### src/sv/lpf_pkg.sv
// Shared constants for the largest prime factor core.
package lpf_pkg;

  // Default operand width.
  localparam int unsigned NUM_WIDTH_DEF = 31;

  // Result status codes.
  localparam int unsigned STATUS_W = 2;
  typedef logic [STATUS_W-1:0] status_t;
  localparam status_t STATUS_FOUND = 2'd0;
  localparam status_t STATUS_PRIME = 2'd1;
  localparam status_t STATUS_SMALL = 2'd2;

endpackage

### src/sv/largest_prime_factor_core.sv
// Largest proper prime factor by trial division over a shared restoring divider.
// Trials run for each divisor d from 2 until d*d exceeds the rest still left after
// removing factors, plus one per factor removed. Worst case (a prime near 2^31) is
// about 46k trials. Each trial runs the divider, which gives one quotient bit per
// cycle. One item is in work at a time.
// Reset: synchronous, active-low rst_n; idle, no result.
module largest_prime_factor_core
  import lpf_pkg::*;
#(
  parameter int unsigned NUM_WIDTH = NUM_WIDTH_DEF
) (
  input  logic                                       clk,
  input  logic                                       rst_n,
  // in_tdata: [NUM_WIDTH-1:0] number
  input  logic [((NUM_WIDTH+7)/8)*8-1:0]             in_tdata,
  input  logic                                       in_tvalid,
  output logic                                       in_tready,
  // out_tdata: [NUM_WIDTH-1:0] factor, [NUM_WIDTH+1:NUM_WIDTH] status
  output logic [((NUM_WIDTH+STATUS_W+7)/8)*8-1:0]    out_tdata,
  output logic                                       out_tvalid,
  input  logic                                       out_tready
);

  localparam int unsigned OUT_W = ((NUM_WIDTH + STATUS_W + 7) / 8) * 8;
  localparam int unsigned CNT_W = $clog2(NUM_WIDTH + 1);
  localparam logic [CNT_W-1:0] CNT_LAST = CNT_W'(NUM_WIDTH - 1);

  typedef enum logic [3:0] {
    ST_IDLE = 4'b0001,
    ST_DIV  = 4'b0010,
    ST_DEC  = 4'b0100,
    ST_FIN  = 4'b1000
  } state_t;

  state_t                 state_r, state_nxt;
  logic [NUM_WIDTH-1:0]   num_r, num_nxt;
  logic [NUM_WIDTH-1:0]   rest_r, rest_nxt;
  logic [NUM_WIDTH-1:0]   d_r, d_nxt;
  logic [NUM_WIDTH-1:0]   best_r, best_nxt;
  logic                   small_r, small_nxt;
  logic [NUM_WIDTH-1:0]   rem_r, rem_nxt;
  logic [NUM_WIDTH-1:0]   quo_r, quo_nxt;
  logic [CNT_W-1:0]       cnt_r, cnt_nxt;
  logic [OUT_W-1:0]       out_data_r, out_data_nxt;
  logic                   out_valid_r, out_valid_nxt;

  logic [NUM_WIDTH:0]     shift;
  logic [NUM_WIDTH+1:0]   sub;
  logic                   ge;
  logic [NUM_WIDTH-1:0]   in_num;
  logic [NUM_WIDTH-1:0]   res_factor;
  status_t                res_status;

  assign in_num     = in_tdata[NUM_WIDTH-1:0];
  assign in_tready  = (state_r == ST_IDLE);
  assign out_tdata  = out_data_r;
  assign out_tvalid = out_valid_r;

  // Shared divider step: shift in one dividend bit, subtract divisor if it fits
  assign shift = {rem_r, quo_r[NUM_WIDTH-1]};
  assign sub   = {1'b0, shift} - {2'b00, d_r};
  assign ge    = ~sub[NUM_WIDTH+1];

  // Final result from the kept best factor
  always_comb begin
    if (small_r) begin
      res_factor = '0;
      res_status = STATUS_SMALL;
    end else if (best_r == num_r) begin
      res_factor = '0;
      res_status = STATUS_PRIME;
    end else begin
      res_factor = best_r;
      res_status = STATUS_FOUND;
    end
  end

  // Sequencer
  always_comb begin
    state_nxt     = state_r;
    num_nxt       = num_r;
    rest_nxt      = rest_r;
    d_nxt         = d_r;
    best_nxt      = best_r;
    small_nxt     = small_r;
    rem_nxt       = rem_r;
    quo_nxt       = quo_r;
    cnt_nxt       = cnt_r;
    out_data_nxt  = out_data_r;
    out_valid_nxt = out_valid_r;

    // Drop the result once taken
    if (out_valid_r && out_tready) begin
      out_valid_nxt = 1'b0;
    end

    case (state_r)
      ST_IDLE: begin
        if (in_tvalid) begin
          num_nxt   = in_num;
          rest_nxt  = in_num;
          best_nxt  = '0;
          d_nxt     = NUM_WIDTH'(2);
          rem_nxt   = '0;
          quo_nxt   = in_num;
          cnt_nxt   = '0;
          small_nxt = (in_num <= NUM_WIDTH'(1));
          state_nxt = (in_num <= NUM_WIDTH'(1)) ? ST_FIN : ST_DIV;
        end
      end
      ST_DIV: begin
        // One quotient bit per cycle
        rem_nxt = ge ? sub[NUM_WIDTH-1:0] : shift[NUM_WIDTH-1:0];
        quo_nxt = {quo_r[NUM_WIDTH-2:0], ge};
        cnt_nxt = cnt_r + CNT_W'(1);
        if (cnt_r == CNT_LAST) begin
          state_nxt = ST_DEC;
        end
      end
      ST_DEC: begin
        // quo_r = rest / d, rem_r = rest % d
        if (d_r > quo_r) begin
          if (rest_r > NUM_WIDTH'(1)) begin
            best_nxt = rest_r;
          end
          state_nxt = ST_FIN;
        end else begin
          if (rem_r == '0) begin
            best_nxt = d_r;
            rest_nxt = quo_r;
            quo_nxt  = quo_r;
          end else begin
            d_nxt   = d_r + NUM_WIDTH'(1);
            quo_nxt = rest_r;
          end
          rem_nxt   = '0;
          cnt_nxt   = '0;
          state_nxt = ST_DIV;
        end
      end
      ST_FIN: begin
        // Hold until the output register is free
        if (!out_valid_r || out_tready) begin
          out_data_nxt  = OUT_W'({res_status, res_factor});
          out_valid_nxt = 1'b1;
          state_nxt     = ST_IDLE;
        end
      end
      default: begin
        state_nxt = ST_IDLE;
      end
    endcase
  end

  // Control registers
  always_ff @(posedge clk) begin
    if (!rst_n) begin
      state_r     <= ST_IDLE;
      out_valid_r <= 1'b0;
    end else begin
      state_r     <= state_nxt;
      out_valid_r <= out_valid_nxt;
    end
  end

  // Datapath registers
  always_ff @(posedge clk) begin
    num_r      <= num_nxt;
    rest_r     <= rest_nxt;
    d_r        <= d_nxt;
    best_r     <= best_nxt;
    small_r    <= small_nxt;
    rem_r      <= rem_nxt;
    quo_r      <= quo_nxt;
    cnt_r      <= cnt_nxt;
    out_data_r <= out_data_nxt;
  end

endmodule

### config.mk
export PLATFORM = sky130hd
export DESIGN_NAME = largest_prime_factor_core
export DESIGN_NICKNAME = d
export VERILOG_FILES = /design/src/sv/lpf_pkg.sv /design/src/sv/largest_prime_factor_core.sv
export SDC_FILE = /design/constraint.sdc
export NUM_CORES = 1
export LEC_CHECK = 0
export BUFFER_PORTS_ARGS = -buffer_cell sky130_fd_sc_hd__clkbuf_2
export CORE_MARGIN = 5
export CORE_UTILIZATION = 60
export CTS_CLUSTER_SIZE = 12
export DETAILED_ROUTE_END_ITERATION = 8
export GPL_TIMING_DRIVEN = 1
export HOLD_SLACK_MARGIN = 0.12
export PLACE_DENSITY = 0.79
export SYNTH_ARGS = -nofsm -noshare
export SYNTH_HDL_FRONTEND = slang
export SYNTH_SLANG_ARGS = --single-unit
### constraint.sdc
create_clock -name clk -period 6.1 [get_ports clk]
set_input_delay 0.305 -clock clk [delete_from_list [all_inputs] [get_ports clk]]
set_output_delay 0.305 -clock clk [all_outputs]
set_load 0.005 [all_outputs]
Word level (Yosys, flattened, before mapping):

Cells that the tools add are included.
Widths: inputs -> output; s select.

* register bits after elaboration: 230
* word-level logic and storage cells: 76
* output and inout bits: 42

* magnitude comparators: 3
* muxes and demuxes: 30
* reduce and logical (&&, ||, !) cells: 14
* equal/unequal tests: 13
* add/subtract/negate cells: 3
* bitwise logic cells: 1

Operators with widths (number)
* $mux 31: 12
* $pmux 31 s2: 3
* $pmux 31 s3: 2
* $sub 32x31->33: 1
* $add 31x1->31 const B: 1
* $eq 31x31->1: 1
* $gt 31x1->1 const B: 1
* $gt 31x31->1: 1
* $le 31x1->1 const B: 1
* $logic_not 31->1: 1
* $mux 4: 5
* $pmux 4 s4: 1
* $pmux 5 s3: 1
* $mux 5: 2
* $ne 2x2->1 const B: 5
* $reduce_and 3->1: 3
* $reduce_and 4->1: 2
* $ne 3x3->1 const B: 2
* $add 5x1->5 const B: 1
* $eq 5x5->1 const B: 1
* $eq 4x1->1 const B: 1
* $eq 4x2->1 const B: 1
* $eq 4x3->1 const B: 1
* $eq 4x4->1 const B: 1
* other kinds (9): 13

Longest topological paths before layout:

Gate-level depths: netlist of the first run.

* depth in word-level cells: 4
* mapped depth: 15
* depth with buffers taken out: 13

Worst setup path before layout of the first run:

OpenSTA, ideal clock, no wires.

* path kind: flip-flop to flip-flop
* start: reg d_r[20]
* end: reg cnt_r[0] (enable)
* cell stages (with the launch flop): 11
* path slack: 879 ps
* data arrival time: 4728 ps
* buffers on the path: 0
* clock period less this slack: 5221 ps
* data required time: 5607 ps
* cells stage by stage: edfxtp_1 ha_1 a21o_1 a21o_1 a21oi_1 o21ai_0 a221oi_1 o221ai_1 o41ai_2 nor2_1 nor2_1

* cells in the longest elaborated chain, start to end: 3

RTL lines
* start: declaration: RTL line largest_prime_factor_core.sv:38 `logic [NUM_WIDTH-1:0] d_r, d_nxt;`
* start signal: assignment: RTL line largest_prime_factor_core.sv:170 `d_r <= d_nxt;`
* $gt 31x31->1: RTL line largest_prime_factor_core.sv:122 `if (d_r > quo_r) begin`
* $ne 2x2->1 (no line)
* $reduce_and 3->1 (no line)
* end signal: assignment: RTL line largest_prime_factor_core.sv:175 `cnt_r <= cnt_nxt;`
* end: declaration: RTL line largest_prime_factor_core.sv:43 `logic [CNT_W-1:0] cnt_r, cnt_nxt;`

No other way between the ends.
A chain may end at the register's enable or synchronous reset.

Worst setup path in the final report of the first run:

* start: reg d_r[20]
* end: reg quo_r[24] (enable)

* cells in the longest elaborated chain, start to end: 3

RTL lines
* $gt 31x31->1: RTL line largest_prime_factor_core.sv:122
* $ne 2x2->1 (no line)
* $reduce_and 3->1 (no line)
* end signal: assignment: RTL line largest_prime_factor_core.sv:174 `quo_r <= quo_nxt;`
* end: declaration: RTL line largest_prime_factor_core.sv:42 `logic [NUM_WIDTH-1:0] quo_r, quo_nxt;`

No other way between the ends.

==> results.cfg, run 1 <==
[status]
status = complete, no violations

[logic_synthesis]
ys_top_cells_by_area = edfxtp_1 (52%), mux2i_1 (6.9%), ha_1 (6.2%), nor2_1 (4.4%), xnor2_1 (4.1%)
synth_flop_cell = edfxtp_1
synthesis.area_um2 = 13000
ys_seq_area_frac = 0.526
synth.most_common_cell = edfxtp_1
yosys.area.top_type_share = 0.518
synth-edff-count = 225
synth_seq_cells = 230
synth_common_cells = edfxtp_1 (225), nor2_1 (152), mux2i_1 (90), inv_1 (72), ha_1 (65)
synthArstFlopShare = 0
syn_inst = 1147
avgSynthCellArea_um2 = 11.4
synth_top_area_cell = edfxtp_1
ys_types = 64
synth_warnings = 0

[pwr]
power_density_nw_per_um2 = 274
irDropWorstVdd_v = 0.000167
total_leakage_power_nw = 5.92

[setup_path]
worstPathMaxFanout = 33
cp-startpoint = d_r[20]
worstPathRequired_ns = 6.27
endpoint_kind = flip-flop
r2r-start = d_r[20]
worstPathArrival_ns = 4.30
start_kind = flip-flop
path_class = flip-flop to flip-flop

[clock_tree]
cts.sinks = 230
post_cts_buffers = 0
numCtsBuffers = 25
ctsRootBufferMaster = clkbuf_16
clkLatencyLatePin_ns = 0.52
clockBufferDepth = 3
htree_levels = 1
post_cts_resized = 0
cts.clk_slew.worst_paths_ns = 0.06
cts_hold_buf = 32
cts_tree = yes

[floorplanning]
die_area_um2 = 24800
rows = 54
start_util = 0.603
core_um2 = 21600
die_y_um = 157
io_pins = 78
fp.dieW_um = 157

[timing]
slew_headroom = 0.156
grt_setup_unrepaired = no
worstMarginPinSlew_ns = 1.27
hold_viol = 0
period_needed_ns = 4.13
setup_violations = 0
clock_skew_ns = 0.0261
setup_tns_ns = 0
fmax_ghz = 0.242
finalCritPeriodShare = 0.677
drv_slew = 0

[placed_design]
place.gp.congestion = 0.872
place_inst = 1468
place_hpwl_mm = 21.1
port_buffers = 69

[hold_path]
hold_path_class = primary input to flip-flop
hp-start = out_tready

[route]
vias = 9375
drt_iter0_markers = 782
drt-vias-per-instance = 6.07
drt_pre_antenna_iters = 5
drc_errors = 0
wl_per_cell_um = 19.3
ant_nets = 0
wirelength_mm = 29.8

[grt]
track_usage = 0.237
grt-ovfl-total = 0
gr-usage-met1 = 0.313
antenna_found_initial = 0
use_met3 = 0.0349
grt_busiest_layer = met2
grt_start_max_net_pins = 96
grt_pass1_vias = 9221
grt_use_met2 = 0.402
grt_pass1_wl_mm = 46.9

[job]
drv_cap = 0

[finish]
utilization = 0.681
nets = 1349
stdcell_count = 1544
diodes = 0
synthToLayoutAreaGrowth_pct = 13.0
drive_gt1_frac = 0.112
==> registers in the layout, summed over array words and instances (netlist names) <==
register and cells:
rem_r 31, best_r 31, cnt_r 5, out_tvalid 1
state_r 4, num_r 31, rest_r 31, small_r 1
out_tdata 33, d_r 31, quo_r 31
==> report_power, final <==
| part | leakage, nW | switching [mW] | internal [mW] | total [mW] |
|---|---|---|---|---|
| combinational | 3.36 | 0.414 | 0.307 | 0.721 |
| sequential | 2.21 | 0.0929 | 1.87 | 1.96 |
| clock | 0.349 | 0.588 | 0.769 | 1.36 |
| total | 5.92 | 1.09 | 2.95 | 4.04 |
==> path summary, 6_finish.rpt <==
path / to / slack, ns / cells past startpoint
worst max-delay path: quo_r[24] / 1.97 / 12
worst min-delay path: out_tvalid / 0.15 / 3
worst max register to register: quo_r[24] / 1.97 / 12
worst min register to register: out_tdata[32] / 0.50 / 0
==> placed cells by master (no fill, tap or decap), types with 4 or more instances in the layout <==
cell type and n:
nor2b_1 7, a21o_1 57, o21a_1 5, inv_1 72, a221o_1 30, xnor2_1 61, clkinv_2 4, buf_4 15
o211ai_1 6, or3_1 4, mux2i_1 90, nor4_1 30, nand3_1 22, edfxtp_1 225, conb_1 7, clkbuf_16 25
nand4_1 23, clkbuf_1 10, nand2_1 46, nor2_1 149, o21ai_0 24, ha_1 65, clkbuf_2 69, xor2_1 24
or2_2 4, a31oi_1 4, dlygate4sd3_1 32, nor3_1 11, and3_1 7, a211oi_1 4, a21oi_1 41, dfxtp_1 5
and2_1 31
==> critical path, cell delays in order, from the launching register on <==
cell and delay, ns:
edfxtp_1 0.46, ha_1 0.35, a21o_1 0.16, a21o_1 0.17, a21oi_1 0.16, o21ai_0 0.10
a221oi_1 0.43, o221ai_1 0.26, o41ai_4 0.10, buf_4 0.54, nor2_1 0.19, nor2_4 0.40
buf_4 0.42
==> layout make-up <==
cell class / instances / area (µm²)
fill: 1575 / 6890
sequential: 230 / 6860
multi-input combinational: 801 / 5730
timing repair buffer: 117 / 798
clock buffer: 36 / 677
tap: 280 / 350
inverter: 72 / 270
clock inverter: 8 / 47.5
==> through the flow <==
step | power [mW] | area [µm²] | hold WS (ns) | worst slack [ns]
after floorplan | 2.50 | 13100 | 0.381 | 0.879
after global placement | 2.67 | 13700 | 0.469 | 2.05
after detailed placement | 2.69 | 13700 | 0.482 | 2.01
after CTS | 4.05 | 14700 | 0.139 | 1.98
after global routing | 4.21 | 14700 | 0.153 | 1.85
final | 4.04 | 14700 | 0.148 | 1.97
==> logic make-up after synthesis <==
group,after synthesis,synth area share
and+or+nand+nor,354,0.131
DFF,230,0.526
AOI/OAI and AO/OA,198,0.112
buffers and inverters,122,0.0401
muxes,91,0.0699
xor gates and xnor gates,85,0.0571
adders and majority gates,66,0.0639
other,1,0.000287
==> layer usage <==
metal,routed length (µm),up-vias
met3,1980,63
met4,1060,0
li1,-,4430
met2,14300,369
met1,12400,4513
met5,0,-
Note: power is estimated with default switching activity, not from simulation.
==> run 2: changes to the inputs <==
--- a/config.mk
+++ b/config.mk
@@ -7,12 +7,12 @@
 export LEC_CHECK = 0
 export BUFFER_PORTS_ARGS = -buffer_cell sky130_fd_sc_hd__clkbuf_2
 export CORE_MARGIN = 5
-export CORE_UTILIZATION = 60
+export CORE_UTILIZATION = 56
 export CTS_CLUSTER_SIZE = 12
 export DETAILED_ROUTE_END_ITERATION = 8
 export GPL_TIMING_DRIVEN = 1
 export HOLD_SLACK_MARGIN = 0.12
-export PLACE_DENSITY = 0.79
+export PLACE_DENSITY = 0.77
 export SYNTH_ARGS = -nofsm -noshare
 export SYNTH_HDL_FRONTEND = slang
 export SYNTH_SLANG_ARGS = --single-unit
==> constraint.sdc (replaced) <==
create_clock -name clk -period 3.5 [get_ports clk]
set_input_delay 0.175 -clock clk [delete_from_list [all_inputs] [get_ports clk]]
set_output_delay 0.175 -clock clk [all_outputs]
set_load 0.005 [all_outputs]
==> run 2 against run 1 <==
Clock power grew 80%. Critical endpoint is now rem_r[6]. Via count grew 1.2%. Total power grew 79%. Clock-buffer cell count shrank 1. Clock skew shrank 0.0024 ns. Combinational power grew 87%. Register-to-register slack lost 1.9 ns. First-iteration DRC count grew 18%. Non-clock buffer count grew 29. Setup slack lost 1.9 ns. Wire length grew 6.1%. Critical path type unchanged.
==> results.cfg, run 2 (synthesis results as in run 1) <==
[status]
status = complete, no violations

[setup_path]
worstPathMaxFanout = 17
worstPathRequired_ns = 3.75
cpMostUsedCell = inv_1
endpoint_kind = flip-flop
critPathBufInv = 3
worstPathArrival_ns = 3.66
rr_worst_depth = 14
slowest_delay_ns = 0.43
worst-r2r-setup-slack_ns = 0.09
start_kind = flip-flop
r2r-start = quo_r[30]
worstPathCellList = inv_1, ha_1, inv_1, fa_1, a211oi_2, o21ai_2, o211ai_1, a31oi_2, o221ai_2, o31a_1, o211a_1, buf_12, mux2i_1, nor2_1
worstReg2RegEnd = rem_r[6]
slowest_stage = fa_1
crit_family = compound AO/OA/AOI/OAI gates
path_class = flip-flop to flip-flop

[grt]
grt_start_max_net_pins = 96
grt_pass1_vias = 9199
grt-ovfl-total = 0
grt_pass1_wl_mm = 50.2
track_usage = 0.236
antenna_found_initial = 0

[hold_path]
hold_path_class = primary input to flip-flop
hp-start = in_tvalid
hold_end = state_r[1]
hold_depth = 4

[finish]
synthToLayoutAreaGrowth_pct = 15.7
nets = 1378
multi_input_area_um2 = 5740
drive_gt1_frac = 0.130
final_common_cell = edfxtp_1
largest_reg_flops = 33
stdcell_count = 1604
seqCellArea_um2 = 6860
n_fill_cell = 1674
diodes = 0
final_area_um2 = 15100
final_cell_mix = edfxtp_1 (225), nor2_1 (149), mux2i_1 (90)

[clock_tree]
cts_tree = yes
clockBufferDepth = 3
numCtsBuffers = 25
cts.sinks = 230
clkLatencyLatePin_ns = 0.53
cts.clk_slew.worst_paths_ns = 0.06
htree_levels = 1
ctsRootBufferMaster = clkbuf_16

[placed_design]
place_hpwl_mm = 21.8
placed_area_um2 = 14000
port_buffers = 69
place_inst = 1528
place.gp.congestion = 0.888

[timing]
grt_setup_unrepaired = yes
hold_viol = 0
fmax_ghz = 0.293
setup_violations = 0
drv_slew = 0
slew_headroom = 0.344
finalCritPeriodShare = 0.974
setup_tns_ns = 0
clock_skew_ns = 0.0236
period_needed_ns = 3.41
worstMarginPinSlew_ns = 0.984

[route]
drt_pre_antenna_iters = 5
wirelength_mm = 31.6
wl_per_cell_um = 19.7
ant_nets = 0
drt_iter0_markers = 923
drc_errors = 0
vias = 9485
drt-vias-per-instance = 5.91

[pwr]
finalPower_mw = 7.21
irDropWorstVdd_v = 0.000337
power_density_nw_per_um2 = 478
total_leakage_power_nw = 6.09

[floorplanning]
die_area_um2 = 26400
fp.dieW_um = 163
start_util = 0.573
die_y_um = 163
io_pins = 78
rows = 55
core_um2 = 22800

[job]
drv_cap = 0
==> run 2: worst max-delay path by stage <==
stage | depth (start not counted) | startpoint | slack (ns) | end
floorplan | 10 | d_r[20] | -0.37 | d_r[0]
global placement | 14 | quo_r[30] | 0.1 | rem_r[6]
detailed placement | 14 | quo_r[30] | 0.02 | rem_r[10]
CTS | 14 | quo_r[30] | 0.02 | rem_r[10]
global route | 14 | quo_r[30] | -0.05 | rem_r[23]
finish | 14 | quo_r[30] | 0.09 | rem_r[6]
==> run 2: layout make-up <==
cell class              count  share of cell area
repair buffers            146              0.0726
flip-flops and latches    230               0.454
inverters                  72              0.0179
clock inverters             7             0.00431
multi-input cells         801               0.380
clock buffers              35              0.0446
well taps                 313              0.0259
==> run 2: worst reg2reg max path: stages, from the launching register on <==
cell      delay, ns
edfxtp_1       0.38
inv_1          0.11
ha_1           0.20
inv_1          0.06
fa_1           0.43
a211oi_2       0.24
o21ai_2        0.11
o211ai_1       0.26
a31oi_2        0.19
o221ai_2       0.19
o31a_1         0.23
o211a_1        0.29
buf_12         0.20
mux2i_1        0.21
nor2_1         0.05
==> run 2: per-layer routing <==
metal / share of wire / GRT usage / routed length (µm)
met1: 0.42 / 0.328 / 13400
met2: 0.49 / 0.397 / 15300
met3: 0.072 / 0.0347 / 2290
met4: 0.018 / 0.0549 / 581
met5: 0 / 0 / 0
==> run 2: metrics by stage <==
step	utilization	hold slack [ns]	worst slack (ns)
6_report	0.663	0.138	0.0922
5_1_grt	0.663	0.194	-0.0525
4_1_cts	0.663	0.123	0.0168
3_5_place_dp	0.615	0.417	0.0202
3_3_place_gp	0.615	0.420	0.0967
2_1_floorplan	-	0.251	-0.370
==> run 2: timing repair <==
item | CTS | global route
setup buffers | 0 | 0
resized for setup | 0 | 1
hold endpoints to repair | 97 | 0
setup endpoints to repair | 0 | 28
hold buffers | 34 | 0
==> run 2: report_power, final <==
group | switching, mW | total (mW) | internal [mW] | leakage [nW]
registers | 0.155 | 3.41 | 3.26 | 2.21
logic | 0.756 | 1.35 | 0.595 | 3.52
clock network | 1.05 | 2.45 | 1.41 | 0.359
total | 1.96 | 7.21 | 5.26 | 6.09
==> run 3: changes to the inputs <==
--- a/config.mk
+++ b/config.mk
@@ -5,6 +5,7 @@
 export SDC_FILE = /design/constraint.sdc
 export NUM_CORES = 1
 export LEC_CHECK = 0
+export ABC_CLOCK_PERIOD_IN_PS = 3500
 export BUFFER_PORTS_ARGS = -buffer_cell sky130_fd_sc_hd__clkbuf_2
 export CORE_MARGIN = 5
 export CORE_UTILIZATION = 56
@@ -12,7 +13,7 @@
 export DETAILED_ROUTE_END_ITERATION = 8
 export GPL_TIMING_DRIVEN = 1
 export HOLD_SLACK_MARGIN = 0.12
-export PLACE_DENSITY = 0.77
+export PLACE_DENSITY = 0.75
 export SYNTH_ARGS = -nofsm -noshare
 export SYNTH_HDL_FRONTEND = slang
 export SYNTH_SLANG_ARGS = --single-unit
==> run 3 against run 2 <==
Setup slack improved by 0.10 ns. Critical path depth down 5. Largest cell class unchanged. Largest power group unchanged. Final cell count grew 0.19%. Wire length shrank 0.70%. Highest routed layer unchanged. Clock skew shrank 0.011 ns. Combinational power barely moved. Sequential share of layout area down 0.14 points. Sequential power about the same.
==> results.cfg, run 3 (synthesis results as in run 1) <==
[finish]
synthToLayoutAreaGrowth_pct = 16.1
nets = 1383
drive_gt1_frac = 0.136
diodes = 0
final_common_cell = edfxtp_1
largest_reg_flops = 33
seqCellArea_um2 = 6860
n_fill_cell = 1678
final_cell_mix = edfxtp_1 (225), nor2_1 (149), mux2i_1 (90)
multi_input_area_um2 = 5750

[floorplanning]
die_y_um = 163
start_util = 0.573
fp.dieW_um = 163
die_area_um2 = 26400
rows = 55
core_um2 = 22800
io_pins = 78

[pwr]
irDropWorstVdd_v = 0.000277
p_clk_frac = 0.334
switching_share = 0.271
seqPwrFrac = 0.476
internal_power_mw = 5.22
total_leakage_power_nw = 6.12
switchingPower_mw = 1.94
p_comb_frac = 0.190
power_density_nw_per_um2 = 473

[route]
drt_iter0_markers = 700
route.met2.wl_mm = 14.8
drt_pre_antenna_iters = 5
wirelength_mm = 31.4
vias = 9473
drt-vias-per-instance = 5.89
met1_length_mm = 13.2
top_layer = met4
wl_met3_mm = 2.08
drc_errors = 0
ant_nets = 0
wl_per_cell_um = 19.5

[grt]
grt_pass1_wl_mm = 49.7
antenna_found_initial = 0
grt_start_max_net_pins = 53
grt_pass1_vias = 9324
grt-ovfl-total = 0
track_usage = 0.235

[setup_path]
worstPathRequired_ns = 3.71
worstPathArrival_ns = 3.52
critPathBufInv = 1
endpoint_kind = flip-flop
path_class = flip-flop to flip-flop
slowest_stage = edfxtp_1
slowest_delay_ns = 0.50
start_kind = flip-flop
worst-r2r-setup-slack_ns = 0.19
crit_family = compound AO/OA/AOI/OAI gates
worstPathCellList = ha_1, nand4_1, or2_2, o221a_2, o221ai_1, o41ai_4, nand2_1, a2bb2oi_2, buf_12
worstPathMaxFanout = 31

[placed_design]
dp_slack_ns = 0.0947
place.gp.congestion = 0.894
port_buffers = 69
place_hpwl_mm = 22.3

[clock_tree]
ctsRootBufferMaster = clkbuf_16
htree_levels = 1
clkLatencyLatePin_ns = 0.52
cts.sinks = 230
numCtsBuffers = 25
clockBufferDepth = 3
cts_tree = yes
cts.clk_slew.worst_paths_ns = 0.06

[timing]
setup_violations = 0
finalCritPeriodShare = 0.944
drv_slew = 0
clock_skew_ns = 0.0124
worstMarginPinSlew_ns = 0.970
post-route-worst-setup-slack_ns = 0.195
period_needed_ns = 3.31
slew_headroom = 0.352
fmax_ghz = 0.303
setup_tns_ns = 0
hold_viol = 0

[hold_path]
hold_path_class = primary input to flip-flop

[status]
status = complete, no violations

[job]
drv_cap = 0
-- run 3: stage by stage --
stage          instance area [µm²]  hold WS [ns]  cells  utilization  total power [mW]
2_1_floorplan                13100         0.251   1153            -              4.36
3_3_place_gp                 14100         0.417   1532        0.617              4.73
3_5_place_dp                 14100         0.424   1532        0.617              4.76
4_1_cts                      15100         0.124   1606        0.664              7.16
5_1_grt                      15100         0.163   1607        0.665              7.47
6_report                     15100         0.136   1607        0.665              7.17
-- run 3: metal layers --
layer / vias up / global-route usage
li1: 4493 / -
met1: 4514 / 0.314
met2: 387 / 0.392
met3: 79 / 0.0321
met4: 0 / 0.0884
met5: - / 0
-- run 3: tightest hold or removal path, stage by stage --
cell      delay (ns)
clkbuf_2        0.12
mux2_2          0.16
nand2_1         0.05
a31oi_1         0.11
-- run 3: area by class of cell --
cell class	instances	share of cell area
Sequential cell	230	0.453
Timing Repair Buffer	151	0.0765
Multi-Input combinational cell	801	0.379
Inverter	72	0.0178
Tap cell	313	0.0259
Clock buffer	27	0.0418
Clock inverter	13	0.00578
-- run 3: what timing repair did --
item	in CTS	in global routing
endpoints found under the hold margin	98	0
endpoints found under the setup margin	0	29
hold buffers	34	0
gates resized for setup	0	2
setup buffers	0	1
-- run 3: power groups by stage --
| stage | combinational, mW | sequential [mW] | clock, mW |
|---|---|---|---|
| 6_report | 1.36 | 3.41 | 2.40 |
| 5_1_grt | 1.49 | 3.43 | 2.56 |
| 4_1_cts | 1.34 | 3.41 | 2.42 |
| 3_5_place_dp | 1.30 | 3.46 | 0 |
| 3_3_place_gp | 1.27 | 3.45 | 0 |
| 2_1_floorplan | 0.940 | 3.42 | 0 |
-- run 3: path summary, 6_finish.rpt --
check	start	end	depth (start not counted)
worst max register to register	d_r[12]	best_r[24]	9
worst max-delay path	d_r[12]	best_r[24]	9
worst min-delay path	in_tvalid	state_r[1]	4
worst min register to register	small_r	out_tdata[32]	0
